### config.mk
export PLATFORM = sky130hd
export DESIGN_NAME = event_filter_and_sort_unit
export DESIGN_NICKNAME = d
export VERILOG_FILES = /design/src/sv/efs_pkg.sv /design/src/sv/efs_ctrl.sv /design/src/sv/efs_datapath.sv /design/src/sv/event_filter_and_sort_unit.sv
export SDC_FILE = /design/constraint.sdc
export NUM_CORES = 2
export LEC_CHECK = 0
export ABC_AREA = 1
export BUFFER_PORTS_ARGS = -buffer_cell sky130_fd_sc_hd__buf_4
export CORE_AREA = 4 4 445 447
export CTS_BUF_LIST = sky130_fd_sc_hd__clkbuf_8
export DETAILED_ROUTE_END_ITERATION = 10
export DIE_AREA = 0 0 449 451
export PLACE_DENSITY = 0.55
export SYNTH_ARGS = -nofsm -noshare
export SYNTH_HDL_FRONTEND = slang
export SYNTH_SLANG_ARGS = --single-unit
### constraint.sdc
create_clock -name clk -period 8.4 [get_ports clk]
set_input_delay 1.68 -clock clk [delete_from_list [all_inputs] [get_ports clk]]
set_output_delay 1.68 -clock clk [all_outputs]
set_load 0.1 [all_outputs]
### src/sv/efs_pkg.sv
// Shared types and constants for the event filter and sort unit.
// No dependencies; imported by the controller, the datapath and the top level.
package efs_pkg;

  localparam int MAX_EVENTS = 64;
  localparam int ADDR_W     = $clog2(MAX_EVENTS);
  localparam int CNT_W      = $clog2(MAX_EVENTS + 1);

  localparam int ID_W    = 10;
  localparam int DATE_W  = 27;
  localparam int KEY_W   = 16;
  localparam int ENTRY_W = ID_W + KEY_W;

  // Configuration register map
  localparam int CFG_IDX_W = 1;
  localparam logic [CFG_IDX_W-1:0] REG_TODAY_DATE  = 1'b0;
  localparam logic [CFG_IDX_W-1:0] REG_FILTER_MODE = 1'b1;

  // Filter modes
  localparam logic MODE_TODAY   = 1'b0;
  localparam logic MODE_OVERDUE = 1'b1;

  // Commands from controller to datapath
  typedef struct packed {
    logic take;      // latch the incoming request
    logic rd_prev;   // read the entry just below the insert position
    logic shift;     // move the read entry up one place
    logic place;     // write the new event at the insert position
    logic fetch;     // read the entry at the emit index
    logic load;      // load the result register
    logic advance;   // step the emit index
    logic clear;     // end of run: clear count, flag and index
  } efs_cmd_t;

  // Status from datapath to controller
  typedef struct packed {
    logic hit;          // incoming event is kept and fits
    logic in_last;      // last marker of the request on the input
    logic item_last;    // latched last marker of the current event
    logic pos_zero;     // insert position has reached the bottom
    logic key_greater;  // read entry sorts after the new event
    logic out_taken;    // result register handed over this cycle
    logic final_item;   // result register holds the last result
  } efs_stat_t;

endpackage

### src/sv/efs_ctrl.sv
// Controller state machine of the event filter and sort unit.
// Depends on efs_pkg; drives the datapath through efs_cmd_t and reads efs_stat_t.
module efs_ctrl (
  input  logic              clk,
  input  logic              rst,
  input  logic              in_valid,
  output logic              in_ready,
  input  efs_pkg::efs_stat_t stat,
  output efs_pkg::efs_cmd_t  cmd
);
  import efs_pkg::*;

  typedef enum logic [2:0] {
    S_IDLE,
    S_SEEK,
    S_COMPARE,
    S_FETCH,
    S_LOAD,
    S_WAIT
  } state_t;

  state_t state;
  state_t state_next;

  // Hold state
  always_ff @(posedge clk) begin
    if (rst) begin
      state <= S_IDLE;
    end else begin
      state <= state_next;
    end
  end

  assign in_ready = (state == S_IDLE);

  // Decode commands and next state
  always_comb begin
    cmd        = '0;
    state_next = state;
    case (state)
      S_IDLE: begin
        if (in_valid) begin
          cmd.take = 1'b1;
          if (stat.hit) begin
            state_next = S_SEEK;
          end else if (stat.in_last) begin
            state_next = S_FETCH;
          end
        end
      end
      S_SEEK: begin
        if (stat.pos_zero) begin
          cmd.place  = 1'b1;
          state_next = stat.item_last ? S_FETCH : S_IDLE;
        end else begin
          cmd.rd_prev = 1'b1;
          state_next  = S_COMPARE;
        end
      end
      S_COMPARE: begin
        if (stat.key_greater) begin
          cmd.shift  = 1'b1;
          state_next = S_SEEK;
        end else begin
          cmd.place  = 1'b1;
          state_next = stat.item_last ? S_FETCH : S_IDLE;
        end
      end
      S_FETCH: begin
        cmd.fetch  = 1'b1;
        state_next = S_LOAD;
      end
      S_LOAD: begin
        cmd.load   = 1'b1;
        state_next = S_WAIT;
      end
      S_WAIT: begin
        if (stat.out_taken) begin
          if (stat.final_item) begin
            cmd.clear  = 1'b1;
            state_next = S_IDLE;
          end else begin
            cmd.advance = 1'b1;
            state_next  = S_FETCH;
          end
        end
      end
      default: begin
        state_next = S_IDLE;
      end
    endcase
  end

endmodule

### src/sv/efs_datapath.sv
// Datapath of the event filter and sort unit: config registers, filter,
// sorted store memory, insert position, emit index and result register.
// Depends on efs_pkg; controlled by efs_ctrl.
module efs_datapath (
  input  logic                        clk,
  input  logic                        rst,
  input  logic                        cfg_write,
  input  logic [efs_pkg::CFG_IDX_W-1:0] cfg_index,
  input  logic [efs_pkg::DATE_W-1:0]  cfg_data,
  input  logic [efs_pkg::ID_W-1:0]    event_id,
  input  logic [efs_pkg::DATE_W-1:0]  event_date,
  input  logic [efs_pkg::KEY_W-1:0]   start_time,
  input  logic                        is_done,
  input  logic                        is_last,
  input  efs_pkg::efs_cmd_t           cmd,
  output efs_pkg::efs_stat_t          stat,
  output logic                        out_valid,
  input  logic                        out_ready,
  output logic [efs_pkg::ID_W-1:0]    out_event_id,
  output logic [efs_pkg::KEY_W-1:0]   out_start_time,
  output logic                        last_result,
  output logic                        none_selected,
  output logic                        overflowed
);
  import efs_pkg::*;

  // Configuration
  logic [DATE_W-1:0] today_date;
  logic              filter_mode;

  // Run state
  logic [CNT_W-1:0]  kept_count;
  logic              overflow_flag;
  logic [ADDR_W-1:0] pos;
  logic [ADDR_W-1:0] emit_idx;

  // Current event
  logic [ID_W-1:0]   cur_id;
  logic [KEY_W-1:0]  cur_key;
  logic              cur_last;

  // Sorted store
  logic [ENTRY_W-1:0] store [MAX_EVENTS];
  logic [ENTRY_W-1:0] rd_data;
  logic [ADDR_W-1:0]  rd_addr;
  logic [ENTRY_W-1:0] wr_data;
  logic               wr_en;

  logic selects;
  logic full;
  logic empty;
  logic emit_last;

  // Write configuration registers
  always_ff @(posedge clk) begin
    if (rst) begin
      today_date  <= '0;
      filter_mode <= MODE_TODAY;
    end else if (cfg_write) begin
      case (cfg_index)
        REG_TODAY_DATE:  today_date  <= cfg_data;
        REG_FILTER_MODE: filter_mode <= cfg_data[0];
        default: begin
        end
      endcase
    end
  end

  // Filter the incoming request
  always_comb begin
    if (filter_mode == MODE_OVERDUE) begin
      selects = (event_date < today_date) && !is_done;
    end else begin
      selects = (event_date == today_date);
    end
  end

  assign full      = (kept_count == CNT_W'(MAX_EVENTS));
  assign empty     = (kept_count == '0);
  assign emit_last = ((CNT_W'(emit_idx) + CNT_W'(1)) == kept_count);

  // Latch the current event
  always_ff @(posedge clk) begin
    if (cmd.take) begin
      cur_id   <= event_id;
      cur_key  <= start_time;
      cur_last <= is_last;
    end
  end

  // Advance count, overflow flag, insert position and emit index
  always_ff @(posedge clk) begin
    if (rst) begin
      kept_count    <= '0;
      overflow_flag <= 1'b0;
      pos           <= '0;
      emit_idx      <= '0;
    end else begin
      if (cmd.take) begin
        pos <= kept_count[ADDR_W-1:0];
        if (selects && full) begin
          overflow_flag <= 1'b1;
        end
      end
      if (cmd.shift) begin
        pos <= pos - ADDR_W'(1);
      end
      if (cmd.place) begin
        kept_count <= kept_count + CNT_W'(1);
      end
      if (cmd.advance) begin
        emit_idx <= emit_idx + ADDR_W'(1);
      end
      if (cmd.clear) begin
        kept_count    <= '0;
        overflow_flag <= 1'b0;
        emit_idx      <= '0;
      end
    end
  end

  // Store access: one read port, one write port
  assign rd_addr = cmd.rd_prev ? (pos - ADDR_W'(1)) : emit_idx;
  assign wr_data = cmd.shift ? rd_data : {cur_id, cur_key};
  assign wr_en   = cmd.shift | cmd.place;

  always_ff @(posedge clk) begin
    if (wr_en) begin
      store[pos] <= wr_data;
    end
    if (cmd.rd_prev | cmd.fetch) begin
      rd_data <= store[rd_addr];
    end
  end

  // Result register
  always_ff @(posedge clk) begin
    if (rst) begin
      out_valid <= 1'b0;
    end else if (cmd.load) begin
      out_valid <= 1'b1;
    end else if (out_ready) begin
      out_valid <= 1'b0;
    end
  end

  always_ff @(posedge clk) begin
    if (cmd.load) begin
      out_event_id   <= empty ? '0 : rd_data[ENTRY_W-1:KEY_W];
      out_start_time <= empty ? '0 : rd_data[KEY_W-1:0];
      last_result    <= empty | emit_last;
      none_selected  <= empty;
      overflowed     <= overflow_flag;
    end
  end

  // Report status
  always_comb begin
    stat.hit         = selects && !full;
    stat.in_last     = is_last;
    stat.item_last   = cur_last;
    stat.pos_zero    = (pos == '0);
    stat.key_greater = (rd_data[KEY_W-1:0] > cur_key);
    stat.out_taken   = out_valid & out_ready;
    stat.final_item  = last_result;
  end

endmodule

### src/sv/event_filter_and_sort_unit.sv
// Event filter and sort unit, top level: instantiates controller and datapath.
// Depends on efs_pkg, efs_ctrl and efs_datapath.
//
// Events arrive one request at a time; each is kept or dropped by the filter
// mode (dated today, or overdue and not done) and a kept event is inserted into
// a 64-entry store held in start-time order, equal times in arrival order. The
// store has one read port with registered data, so each step down the store is
// a read then a compare-and-write. After the request marked last, results leave
// one at a time, each loaded only after the previous one is taken, lowest start
// time first; with nothing kept a single result with none_selected is sent.
// Kept events beyond 64 are dropped and overflowed is raised on every result
// of that list. Input is not taken while an insertion or the output of a list
// is in progress. Configuration writes take effect at once and belong between
// lists.
module event_filter_and_sort_unit (
  input  logic                          clk,
  input  logic                          rst,
  input  logic                          cfg_write,
  input  logic [efs_pkg::CFG_IDX_W-1:0] cfg_index,
  input  logic [efs_pkg::DATE_W-1:0]    cfg_data,
  input  logic                          in_valid,
  output logic                          in_ready,
  input  logic [efs_pkg::ID_W-1:0]      event_id,
  input  logic [efs_pkg::DATE_W-1:0]    event_date,
  input  logic [efs_pkg::KEY_W-1:0]     start_time,
  input  logic                          is_done,
  input  logic                          is_last,
  output logic                          out_valid,
  input  logic                          out_ready,
  output logic [efs_pkg::ID_W-1:0]      out_event_id,
  output logic [efs_pkg::KEY_W-1:0]     out_start_time,
  output logic                          last_result,
  output logic                          none_selected,
  output logic                          overflowed
);
  import efs_pkg::*;

  efs_cmd_t  cmd;
  efs_stat_t stat;

  efs_ctrl u_ctrl (
    .clk      (clk),
    .rst      (rst),
    .in_valid (in_valid),
    .in_ready (in_ready),
    .stat     (stat),
    .cmd      (cmd)
  );

  efs_datapath u_datapath (
    .clk            (clk),
    .rst            (rst),
    .cfg_write      (cfg_write),
    .cfg_index      (cfg_index),
    .cfg_data       (cfg_data),
    .event_id       (event_id),
    .event_date     (event_date),
    .start_time     (start_time),
    .is_done        (is_done),
    .is_last        (is_last),
    .cmd            (cmd),
    .stat           (stat),
    .out_valid      (out_valid),
    .out_ready      (out_ready),
    .out_event_id   (out_event_id),
    .out_start_time (out_start_time),
    .last_result    (last_result),
    .none_selected  (none_selected),
    .overflowed     (overflowed)
  );

endmodule

==> impl_metrics.json <==
{
  "core_sq_um": 194200,
  "cellPowerDensity_nw_per_um2": 321.5,
  "synth_area_sq_um": 77340,
  "async_flop_share": 0,
  "slowest_delay_ns": 0.64,
  "first_pass_iters": 7,
  "post_dp_cell_area_sq_um": 81520,
  "synth_xor_area_frac": 0.001019,
  "post_cts_resized": 0,
  "drt_wl_total_mm": 240.8,
  "post_cts_buffers": 0,
  "ir_drop_mv": 0.3515,
  "maxSlewHeadroom": 0.1765,
  "grt_pass1_wl_mm": 349.3,
  "cts_root_buffer": "clkbuf_8",
  "holdCritStartpoint": "u_datapath.overflow_flag",
  "synth_top_family_by_area": "simple AND/OR/NAND/NOR gates",
  "tightest_slew_ns": 1.231,
  "crit_start": "u_datapath.pos[0]",
  "clk_latency_ns": 1.05,
  "start_kind": "flip-flop",
  "cts_sinks": 1798,
  "synth_warnings": 0,
  "yosysTopAreaCellShare": 0.6780,
  "fin_area_sq_um": 86990,
  "dieWidth_microns": 449,
  "muxShareOfSynthArea": 0,
  "h-tree-depth": 5,
  "numCtsBuffers": 321,
  "gr-total-overflow": 0,
  "synth_cell_types": 35,
  "synth_area_leaders": "edfxtp_1, nand2_1, nand3_1, inv_1, buf_2",
  "holdWs_ns": 0.4416,
  "fin_setup_tns_ns": 0,
  "clockBufferDepth": 4,
  "yosysTopAreaCell": "edfxtp_1",
  "hpwl_mm": 126.3,
  "ios": 119,
  "synth_edf_count": 1746,
  "holdPathStages": 0,
  "worst_path_most_repeated_cell": "nand3_1",
  "cts_tree": "done",
  "drive_above_1_share": 0.09180,
  "synth_compound_area_frac": 0.02051,
  "vias": 53509,
  "postRouteAntennaNets": 0,
  "status": "completed",
  "drv_slew": 0,
  "fin_util": 0.4480,
  "initial_core_util": 0.3983,
  "yosys-top-cells-count": "nand2_1, edfxtp_1, nand3_1, inv_1, buf_2",
  "grt_max_degree": 173,
  "ff2ff_path_depth": 15,
  "netlist_instances": 7361,
  "rows": 162,
  "cp.arrival_ns": 5.84,
  "post_drt_wl_per_cell_microns": 23.37,
  "cts_hold_buf": 0,
  "viasPerCell": 5.194,
  "dieArea_sq_um": 202500,
  "slowest_stage": "buf_4",
  "worstPathCellList": "clkinv_1 > ha_1 > nand4_2 > nand2_4 > nand2_1 > o21ai_4 > inv_8 > buf_4 > buf_4 > nand2_1 > nand3_1 > nand3_1 > nand3_1 > nand3_1 > nand2_1",
  "antenna_found_initial": 11,
  "ys_ff_latch": 1798,
  "yosys.area_share.simple": 0.2024,
  "min_path_type": "reg -> reg",
  "cp.required_ns": 9.26,
  "min_period_over_period": 0.5926,
  "grt_use_total": 0.2333,
  "grt_setup_unrepaired": "no",
  "drt_iter0_markers": 5781,
  "critPathMaxFanout": 110,
  "maxCapViolCount": 0,
  "fmax_mhz": 200.9,
  "syn_nets": 7496,
  "avgSynthCellArea_sq_um": 10.51,
  "path_clk_slew_ns": 0.06,
  "syn_to_final_growth_pct": 12.49,
  "route.detailed.drc": 0,
  "cp-end-kind": "flip-flop",
  "place.gp.congestion": 0.8724,
  "r2r_start": "u_datapath.pos[0]",
  "setup_viol": 0,
  "layout.nets": 7682,
  "hold_violations": 0,
  "yosysMostFrequentCell": "nand2_1",
  "port_buffers": 118,
  "grt_pass1_vias": 50797,
  "synthFlopType": "edfxtp_1",
  "clock_skew_ns": 0.1005,
  "min_period_ns": 4.978,
  "leakage_uw": 0.03530,
  "critPathKind": "reg -> reg",
  "ys_seq_area_frac": 0.6914,
  "synth_fa_ha_area_frac": 0.007604,
  "dieHeight_microns": 451
}
## layer usage
| metal | global-route usage | share of wire | up-vias |
|---|---|---|---|
| li1 | - | - | 24676 |
| met4 | 0.09322 | 0.039 | 0 |
| met1 | 0.3152 | 0.42 | 25997 |
| met2 | 0.3698 | 0.46 | 2405 |
| met3 | 0.04846 | 0.087 | 431 |
| met5 | 0 | 0 | - |
## sequential cells by signal, indices dropped and copies added, names as in the netlist, 7 cells and up
signal	flops
u_datapath.store	1664
u_datapath.today_date	27
u_datapath.rd_data	26
u_datapath.cur_key	16
u_datapath.out_start_time	16
u_datapath.cur_id	10
u_datapath.out_event_id	10
u_datapath.kept_count	7
## report_power, final
| part | switching [uW] | internal (uW) | total [uW] |
|---|---|---|---|
| Sequential | 162 | 11300 | 11400 |
| Combinational | 7320 | 1950 | 9270 |
| Clock | 3520 | 3740 | 7260 |
| Total | 11000 | 17000 | 28000 |
## final cells by class
cell class	count	area, sq um
Timing Repair Buffer	242	2029
Inverter	1111	4189
Fill cell	18008	107200
Sequential cell	1798	53470
Clock inverter	203	937.1
Tap cell	2542	3181
Clock buffer	329	4528
Antenna cell	5	12.51
Multi-Input combinational cell	4073	18650
## placed cells by master (no fill, tap or decap), types with 2 or more instances in the layout
cell and count:
nand2_1 2356, edfxtp_1 1746, nand3_1 1219, inv_1 1199
clkbuf_8 329, buf_4 225, o21ai_0 123, clkinv_1 79
a21oi_1 59, nor2_1 56, o211ai_1 54, dfxtp_1 52
ha_1 47, nor2_4 43, o21ai_4 32, nor2_2 23
clkinv_2 19, buf_12 17, nand4_1 16, nor3_1 14
xor2_1 7, a31oi_1 6, diode_2 5, bufinv_16 5
inv_2 4, a21o_1 3, clkinvlp_4 3, inv_8 2
xnor2_1 2, nor4_1 2, inv_6 2
## metrics by stage
step	worst slack (ns)	std cells	total power [uW]
6_report	3.422	10303	27970
5_1_grt	3.300	10300	29280
4_1_cts	3.580	10298	28040
3_5_place_dp	3.601	9766	20760
3_3_place_gp	3.714	9766	20710
2_1_floorplan	3.672	7361	16830
## logic make-up after synthesis
family	Yosys count
AO/OA/AOI/OAI	281
XOR/XNOR	9
adder cells (fa/ha/maj)	47
buffers and inverters	1490
flip-flops	1798
AND/OR/NAND/NOR	3736
## worst max-delay path: cells and delay by family (launching register included)
| kind | cells | cell delay [ns] |
|---|---|---|
| adders and majority gates | 1 | 0.35 |
| and+or+nand+nor | 9 | 1.77 |
| AOI/OAI and AO/OA | 1 | 0.11 |
| buffers and inverters | 4 | 1.95 |
| DFF | 1 | 0.50 |
## worst paths after layout
| check | end | slack [ns] |
|---|---|---|
| worst max-delay path | u_datapath.rd_data[14] | 3.42 |
| worst min-delay path | u_datapath.overflowed | 0.44 |
| worst max register to register | u_datapath.rd_data[14] | 3.42 |
| worst min register to register | u_datapath.overflowed | 0.44 |
No activity file was read; power rests on OpenSTA's default activity.
